File: config.mk
export PLATFORM = sky130hd
export DESIGN_NAME = cpu_busy_percent_window
export DESIGN_NICKNAME = d
export VERILOG_FILES = /design/src/hdl/cbpw_pkg.sv /design/src/hdl/cbpw_div.sv /design/src/hdl/cpu_busy_percent_window.sv
export SDC_FILE = /design/constraint.sdc
export NUM_CORES = 1
export LEC_CHECK = 0
export ABC_CLOCK_PERIOD_IN_PS = 11600
export BUFFER_PORTS_ARGS = -buffer_cell sky130_fd_sc_hd__buf_2
export CAP_MARGIN = 20
export CORE_AREA = 4 4 224 270
export DETAILED_ROUTE_END_ITERATION = 6
export DIE_AREA = 0 0 228 274
export GPL_TIMING_DRIVEN = 1
export PLACE_DENSITY = 0.79
export SYNTH_ARGS = -nofsm -noshare
export SYNTH_HDL_FRONTEND = slang
export SYNTH_SLANG_ARGS = --single-unit
File: constraint.sdc
create_clock -name clk -period 11.6 [get_ports clk]
set_input_delay 2.32 -clock clk [delete_from_list [all_inputs] [get_ports clk]]
set_output_delay 2.32 -clock clk [all_outputs]
set_load 0.02 [all_outputs]
File: src/hdl/cbpw_pkg.sv
// Package for the CPU busy percentage window block.
// Holds the sequencer state type, divider status struct and fixed constants.
// No dependencies.
package cbpw_pkg;

  localparam int unsigned WORD_W = 32;
  localparam int unsigned CNT_W  = $clog2(WORD_W);
  localparam int unsigned PCT_W  = 7;
  localparam int unsigned WLEN_W = 16;

  localparam logic [WORD_W-1:0] US_PER_MS  = 32'd1000;
  localparam logic [WORD_W-1:0] PCT_SCALE  = 32'd100;
  localparam logic [PCT_W-1:0]  PCT_MAX    = 7'd100;
  localparam logic [WLEN_W-1:0] WLEN_RESET = 16'd2000;

  typedef enum logic [3:0] {
    S_IDLE,
    S_EVAL,
    S_START_W,
    S_DIV_W,
    S_SUB,
    S_SCALE,
    S_START_P,
    S_DIV_P,
    S_OUT
  } state_t;

  typedef struct packed {
    logic busy;
    logic done;
  } div_stat_t;

endpackage

File: src/hdl/cbpw_div.sv
// Bit-serial restoring divider, one quotient bit per cycle.
// Depends on cbpw_pkg. A zero divisor yields an all-ones quotient.
module cbpw_div (
  input  logic                       clk,
  input  logic                       rst,
  input  logic                       start,
  input  logic [cbpw_pkg::WORD_W-1:0] dividend,
  input  logic [cbpw_pkg::WORD_W-1:0] divisor,
  output logic [cbpw_pkg::WORD_W-1:0] quotient,
  output cbpw_pkg::div_stat_t         stat
);
  import cbpw_pkg::*;

  logic              active;
  logic              done;
  logic [CNT_W-1:0]  cnt;
  logic [WORD_W-1:0] rem;
  logic [WORD_W-1:0] quo;
  logic [WORD_W-1:0] dvsr;
  logic [WORD_W:0]   sh;
  logic [WORD_W:0]   diff;
  logic              ge;

  assign sh   = {rem, quo[WORD_W-1]};
  assign diff = sh - {1'b0, dvsr};
  assign ge   = sh >= {1'b0, dvsr};

  always_ff @(posedge clk) begin
    if (rst) begin
      active <= 1'b0;
      done   <= 1'b0;
      cnt    <= '0;
    end else begin
      done <= 1'b0;
      if (start) begin
        active <= 1'b1;
        cnt    <= '0;
      end else if (active) begin
        cnt <= cnt + 1'b1;
        if (cnt == CNT_W'(WORD_W - 1)) begin
          active <= 1'b0;
          done   <= 1'b1;
        end
      end
    end
  end

  always_ff @(posedge clk) begin
    if (start) begin
      rem  <= '0;
      quo  <= dividend;
      dvsr <= divisor;
    end else if (active) begin
      rem <= ge ? diff[WORD_W-1:0] : sh[WORD_W-1:0];
      quo <= {quo[WORD_W-2:0], ge};
    end
  end

  assign quotient  = quo;
  assign stat.busy = active;
  assign stat.done = done;

  a_start_busy: assert property (@(posedge clk) disable iff (rst) start |=> active)
    else $error("divider did not start");
  a_done_idle: assert property (@(posedge clk) disable iff (rst) done |-> !active)
    else $error("divider done while active");
  a_done_after: assert property (@(posedge clk) disable iff (rst) done |-> $past(active))
    else $error("divider done without a run");

endmodule

File: src/hdl/cpu_busy_percent_window.sv
// CPU busy percentage over a millisecond window, top level.
// Depends on cbpw_pkg and cbpw_div.
//
// Usage:
//   Input channel (in_valid/in_ready) carries one poll item: now_ms, body_ms,
//   sleep_total_ms and wait_total_us. Output channel (out_valid/out_ready)
//   returns exactly one item per poll: busy_pct and window_closed.
//   cfg_we/cfg_data write window_length_ms; write only while idle.
//   A poll that does not close a window goes from S_EVAL to S_OUT, where
//   its result is loaded into the output register. A closing poll runs
//   two passes of the shared bit-serial divider (wait delta by 1000, then
//   scaled busy time by the elapsed time) before it reaches S_OUT.
//   One poll at a time: the next poll is taken once the result is in the
//   output register, so no new poll is taken before the last one is done.
//   Reset clears the window (not started), accumulator, counter bases and
//   last percentage, and sets window_length_ms to 2000.
//   A stalled receiver holds the result in the output register; the block
//   then finishes at most one further item and waits.
module cpu_busy_percent_window (
  input  logic        clk,
  input  logic        rst,
  input  logic        cfg_we,
  input  logic [15:0] cfg_data,
  input  logic        in_valid,
  output logic        in_ready,
  input  logic [31:0] now_ms,
  input  logic [31:0] body_ms,
  input  logic [31:0] sleep_total_ms,
  input  logic [31:0] wait_total_us,
  output logic        out_valid,
  input  logic        out_ready,
  output logic [6:0]  busy_pct,
  output logic        window_closed
);
  import cbpw_pkg::*;

  state_t state, state_next;

  logic [WLEN_W-1:0] window_length_ms;
  logic [WORD_W-1:0] busy_accum;
  logic [WORD_W-1:0] window_start;
  logic [WORD_W-1:0] sleep_base;
  logic [WORD_W-1:0] wait_base;
  logic [PCT_W-1:0]  last_pct;

  logic [WORD_W-1:0] now_r;
  logic [WORD_W-1:0] body_r;
  logic [WORD_W-1:0] sleep_r;
  logic [WORD_W-1:0] wait_r;

  logic [WORD_W-1:0] elapsed;
  logic [WORD_W-1:0] sleep_delta;
  logic [WORD_W-1:0] wait_delta;
  logic [WORD_W-1:0] slept;
  logic [WORD_W-1:0] busy;
  logic [WORD_W-1:0] scaled;
  logic              closed;

  logic [WORD_W-1:0] accum_sum;
  logic [WORD_W-1:0] elapsed_now;
  logic              win_end;
  logic              not_started;

  logic              accept;
  logic              out_load;
  logic              div_start;
  logic              div_sel_pct;
  logic [WORD_W-1:0] div_dividend;
  logic [WORD_W-1:0] div_divisor;
  logic [WORD_W-1:0] div_q;
  div_stat_t         div_stat;

  assign accept      = in_valid && in_ready;
  assign not_started = window_start == '0;
  assign accum_sum   = busy_accum + body_r;
  assign elapsed_now = now_r - window_start;
  assign win_end     = elapsed_now >= {{(WORD_W-WLEN_W){1'b0}}, window_length_ms};

  assign div_dividend = div_sel_pct ? scaled : wait_delta;
  assign div_divisor  = div_sel_pct ? elapsed : US_PER_MS;

  cbpw_div u_div (
    .clk      (clk),
    .rst      (rst),
    .start    (div_start),
    .dividend (div_dividend),
    .divisor  (div_divisor),
    .quotient (div_q),
    .stat     (div_stat)
  );

  always_comb begin
    state_next = state;
    case (state)
      S_IDLE:    if (in_valid) state_next = S_EVAL;
      S_EVAL: begin
        if (!not_started && win_end) state_next = S_START_W;
        else state_next = S_OUT;
      end
      S_START_W: state_next = S_DIV_W;
      S_DIV_W:   if (div_stat.done) state_next = S_SUB;
      S_SUB:     state_next = S_SCALE;
      S_SCALE:   state_next = S_START_P;
      S_START_P: state_next = S_DIV_P;
      S_DIV_P:   if (div_stat.done) state_next = S_OUT;
      S_OUT:     if (!out_valid || out_ready) state_next = S_IDLE;
      default:   state_next = S_IDLE;
    endcase
  end

  always_comb begin
    in_ready    = 1'b0;
    div_start   = 1'b0;
    div_sel_pct = 1'b0;
    out_load    = 1'b0;
    case (state)
      S_IDLE:    in_ready = 1'b1;
      S_START_W: div_start = 1'b1;
      S_START_P: begin
        div_start   = 1'b1;
        div_sel_pct = 1'b1;
      end
      S_OUT:     out_load = !out_valid || out_ready;
      default:   ;
    endcase
  end

  always_ff @(posedge clk) begin
    if (rst) state <= S_IDLE;
    else state <= state_next;
  end

  always_ff @(posedge clk) begin
    if (rst) begin
      window_length_ms <= WLEN_RESET;
      busy_accum       <= '0;
      window_start     <= '0;
      sleep_base       <= '0;
      wait_base        <= '0;
      last_pct         <= '0;
      out_valid        <= 1'b0;
    end else begin
      if (cfg_we) window_length_ms <= cfg_data;
      if (out_load) out_valid <= 1'b1;
      else if (out_ready) out_valid <= 1'b0;
      case (state)
        S_EVAL: begin
          if (not_started) begin
            window_start <= now_r;
            sleep_base   <= sleep_r;
            wait_base    <= wait_r;
          end else begin
            busy_accum <= accum_sum;
          end
        end
        S_DIV_P: begin
          if (div_stat.done) begin
            last_pct     <= (div_q > {{(WORD_W-PCT_W){1'b0}}, PCT_MAX}) ?
                            PCT_MAX : div_q[PCT_W-1:0];
            busy_accum   <= '0;
            window_start <= now_r;
            sleep_base   <= sleep_r;
            wait_base    <= wait_r;
          end
        end
        default: ;
      endcase
    end
  end

  always_ff @(posedge clk) begin
    if (accept) begin
      now_r   <= now_ms;
      body_r  <= body_ms;
      sleep_r <= sleep_total_ms;
      wait_r  <= wait_total_us;
    end
    case (state)
      S_EVAL: begin
        closed      <= 1'b0;
        elapsed     <= elapsed_now;
        sleep_delta <= sleep_r - sleep_base;
        wait_delta  <= wait_r - wait_base;
      end
      S_DIV_W: if (div_stat.done) slept <= sleep_delta + div_q;
      S_SUB:   busy <= (busy_accum > slept) ? (busy_accum - slept) : '0;
      S_SCALE: scaled <= busy * PCT_SCALE;
      S_DIV_P: if (div_stat.done) closed <= 1'b1;
      default: ;
    endcase
    if (out_load) begin
      busy_pct      <= last_pct;
      window_closed <= closed;
    end
  end

  a_one_at_a_time: assert property (@(posedge clk) disable iff (rst) accept |=> !in_ready)
    else $error("second item taken while one is in flight");
  a_pct_range: assert property (@(posedge clk) disable iff (rst) out_valid |-> busy_pct <= PCT_MAX)
    else $error("busy percentage above limit");
  a_div_done_state: assert property (@(posedge clk) disable iff (rst)
      div_stat.done |-> (state == S_DIV_W || state == S_DIV_P))
    else $error("divider finished outside a divide state");

endmodule

==> metrics <==
status finished, final reports clean; Die Area between 60000 and 70000 um2; buffer and inverter count on the worst path 2; post_cts resized 0; Clock transition at path regs 0.06 ns; hpwl dp between 50000 and 60000 um; setup violators final 0; compound-cell area share of the yosys netlist around 17%; CTS tree yes; Die X roughly 230 um; Slew headroom ~24%; Synth Register Bits 584; number of global-route vias before repair 24.55k; DP Area 35890 um2; Mapped Cells 3530; Post-Syn Area ~34000 um2; Via density 5.826; first-pass GRT wire length about 130000 um; Rows a little under 100; RSZ-0062 raised after global routing false; Slew Limit Fails 0; initial antenna violation count 1; P per Cell Area 316.8 nW/um2; Setup crit start kind flop; Avg Cell Area, Syn ~9.8 um2; Hold Vio Cnt, Final 0; Design Area, Final 37990 um2; via count 25.96k; drc violations 0; final setup TNS 0 ns; Post-Synth XOR/XNOR Area about 4.9%; Hold Worst Slack between 0.4 and 0.5 ns; slowest stage delay, CP about 0.6 ns; Worst VDD drop around 0.00034 V; min-delay worst type flop to flop; adder-cell share of the synthesized area between 10% and 20%; Synth area leader edfxtp_1; top cells by area, synth edfxtp_1 34%, ha_1 11%, dfxtp_1 11%; Power Total 12040 uW; Area growth syn-to-layout 10.24%; worst skew pair latency 0.64 ns; TritonCTS Buffers between 50 and 60; Netlist cell types approximately 80; top cell type's share of synthesized area about a third; Crit path max-delay family compound AO/OA/AOI/OAI gates; mux cell area share after synthesis 1.975%; grt ovf 0; Clock Sinks between 500 and 600; Most Frequent Cell on Critical Path ha_1; wirelength, routed between 70000 and 80000 um; H-tree depth 2; cts-stage hold buffer count 0; Worst Tran Pin Value between 1 and 1.5 ns; worst-path cell with the longest stage delay a2111oi_0; port buffer count 158; core box area 57890 um2; Seq/Total Area, Yosys between 40% and 50%; crit path capture type flop; f_max roughly 0.21 GHz; initial drt markers approximately 1.9k; Leakage 0.01571 uW; cell chain of the critical path ha_1, ha_1, inv_1, fa_1, inv_1, ha_1, o21ai_0, o21a_1, o21ai_1, a2111oi_0, nor3_1, a221oi_2, o211a_1, o21bai_1, a21oi_1, xnor2_1; ys flop type edfxtp_1; wire per inst about 18 um; kind of critical path flop to flop; largest family of logic cells by synthesized area compound AO/OA/AOI/OAI gates; post-CTS setup buffer count 0; DRT antenna net count 0; crit path DAT approximately 5 ns; crit-path max FO 4; ys async rst share 0%; Die Y 274 um; Starting Density 59.53%; critical path required time around 12 ns; syn nets 4024; Layout Skew ~0.020 ns; I/O Pins about 160; routability cong. between 0.9 and 1; Clock Path Buffers 3; n_diodes 0; yosys warns 0; CTS root buf clkbuf_16; fin nets between 4k and 5k; Pre-antenna DRT Iters 5; Final period util 40.44%; Post-Synth Simple-Gate Area 12.92%; share of cells above drive strength 1 between 8 and 9%; gr usage total 24.91%; largest net degree at the start of global routing 102; max-cap violation count 0; Post-synth EDFFs roughly 390; Final min period ~4.7 ns
==> state kept, by name, summed over array words and instances (netlist names), 4 cells and up <==
| signal | flops |
|---|---|
| wait_delta | 32 |
| u_div.rem | 32 |
| u_div.quotient | 32 |
| state | 4 |
| busy_accum | 32 |
| scaled | 30 |
| sleep_base | 32 |
| busy | 30 |
| window_length_ms | 16 |
| now_r | 32 |
| window_start | 32 |
| elapsed | 32 |
| body_r | 32 |
| u_div.dvsr | 32 |
| slept | 32 |
| wait_base | 32 |
| busy_pct | 7 |
| sleep_r | 32 |
| u_div.cnt | 5 |
| last_pct | 7 |
| sleep_delta | 32 |
| wait_r | 32 |
==> logic make-up (layout without fill, tap and decap cells) <==
| kind of cell | after synthesis | after routing |
|---|---|---|
| multiplexers | 68 | 68 |
| buffers and inverters | 454 | 638 |
| XOR/XNOR | 191 | 191 |
| AND/OR/NAND/NOR | 969 | 969 |
| AO/OA/AOI/OAI | 919 | 919 |
| adder cells (fa/ha/maj) | 345 | 345 |
| flip-flops | 584 | 584 |
==> synthesized netlist by cell type, types with 67 or more instances <==
master / instances
o21ai_0: 175
mux2i_1: 68
xnor2_1: 124
ha_1: 314
inv_1: 351
dfxtp_1: 195
edfxtp_1: 389
clkbuf_1: 75
xor2_1: 67
nand2_1: 392
a21oi_1: 338
a21o_1: 90
nor2_1: 227
==> worst paths after layout <==
check                              from            end  slack (ns)  depth (start not counted)
worst min-delay path             closed  window_closed        0.42                          0
worst max-delay path            busy[4]     scaled[30]        6.91                         16
worst min register to register   closed  window_closed        0.42                          0
worst max register to register  busy[4]     scaled[30]        6.91                         16
==> final cells by class <==
class | count | area, um2
inverter | 351 | 1319
timing repair buffer | 175 | 973.4
clock buffer | 80 | 1648
sequential | 584 | 15590
fill | 4560 | 19900
clock inverter | 32 | 381.6
multi-input combinational | 2492 | 17160
tap | 742 | 928.4
==> metrics by stage <==
step	cells	worst slack (ns)	util (%)
floorplan	3530	5.846	-
global placement	4341	7.142	61.99
detailed placement	4341	6.963	61.99
CTS	4453	6.913	65.50
global route	4456	6.533	65.63
finish	4456	6.909	65.63
==> where the power goes <==
group / total, uW / switching [uW] / internal [uW]
clock: 1970 / 830 / 1140
sequential: 3750 / 486 / 3260
combinational: 6320 / 3860 / 2460
==> layout by cell type (no fill, tap or decap), types with 22 or more instances in the layout <==
| cell | count |
|---|---|
| a211oi_1 | 27 |
| a21o_1 | 90 |
| a21oi_1 | 338 |
| a31oi_1 | 26 |
| and3_1 | 51 |
| buf_2 | 157 |
| clkbuf_16 | 61 |
| dfxtp_1 | 193 |
| edfxtp_1 | 389 |
| fa_1 | 31 |
| ha_1 | 314 |
| inv_1 | 349 |
| mux2i_1 | 68 |
| nand2_1 | 391 |
| nand2b_1 | 38 |
| nand3_1 | 43 |
| nand4_1 | 28 |
| nor2_1 | 226 |
| nor2b_1 | 36 |
| nor3_1 | 51 |
| nor4_1 | 22 |
| o211ai_1 | 27 |
| o21a_1 | 51 |
| o21ai_0 | 175 |
| xnor2_1 | 124 |
| xor2_1 | 67 |
==> per-layer routing <==
metal | part of all wire [%] | GRT usage [%] | up-vias
met2 | 47 | 41.73 | 737
met1 | 44 | 33.87 | 12230
met5 | 0 | 0 | -
met3 | 5.7 | 3.003 | 142
met4 | 3.6 | 8.462 | 0
li1 | - | - | 12850
No activity file was read; power rests on OpenSTA's default activity.
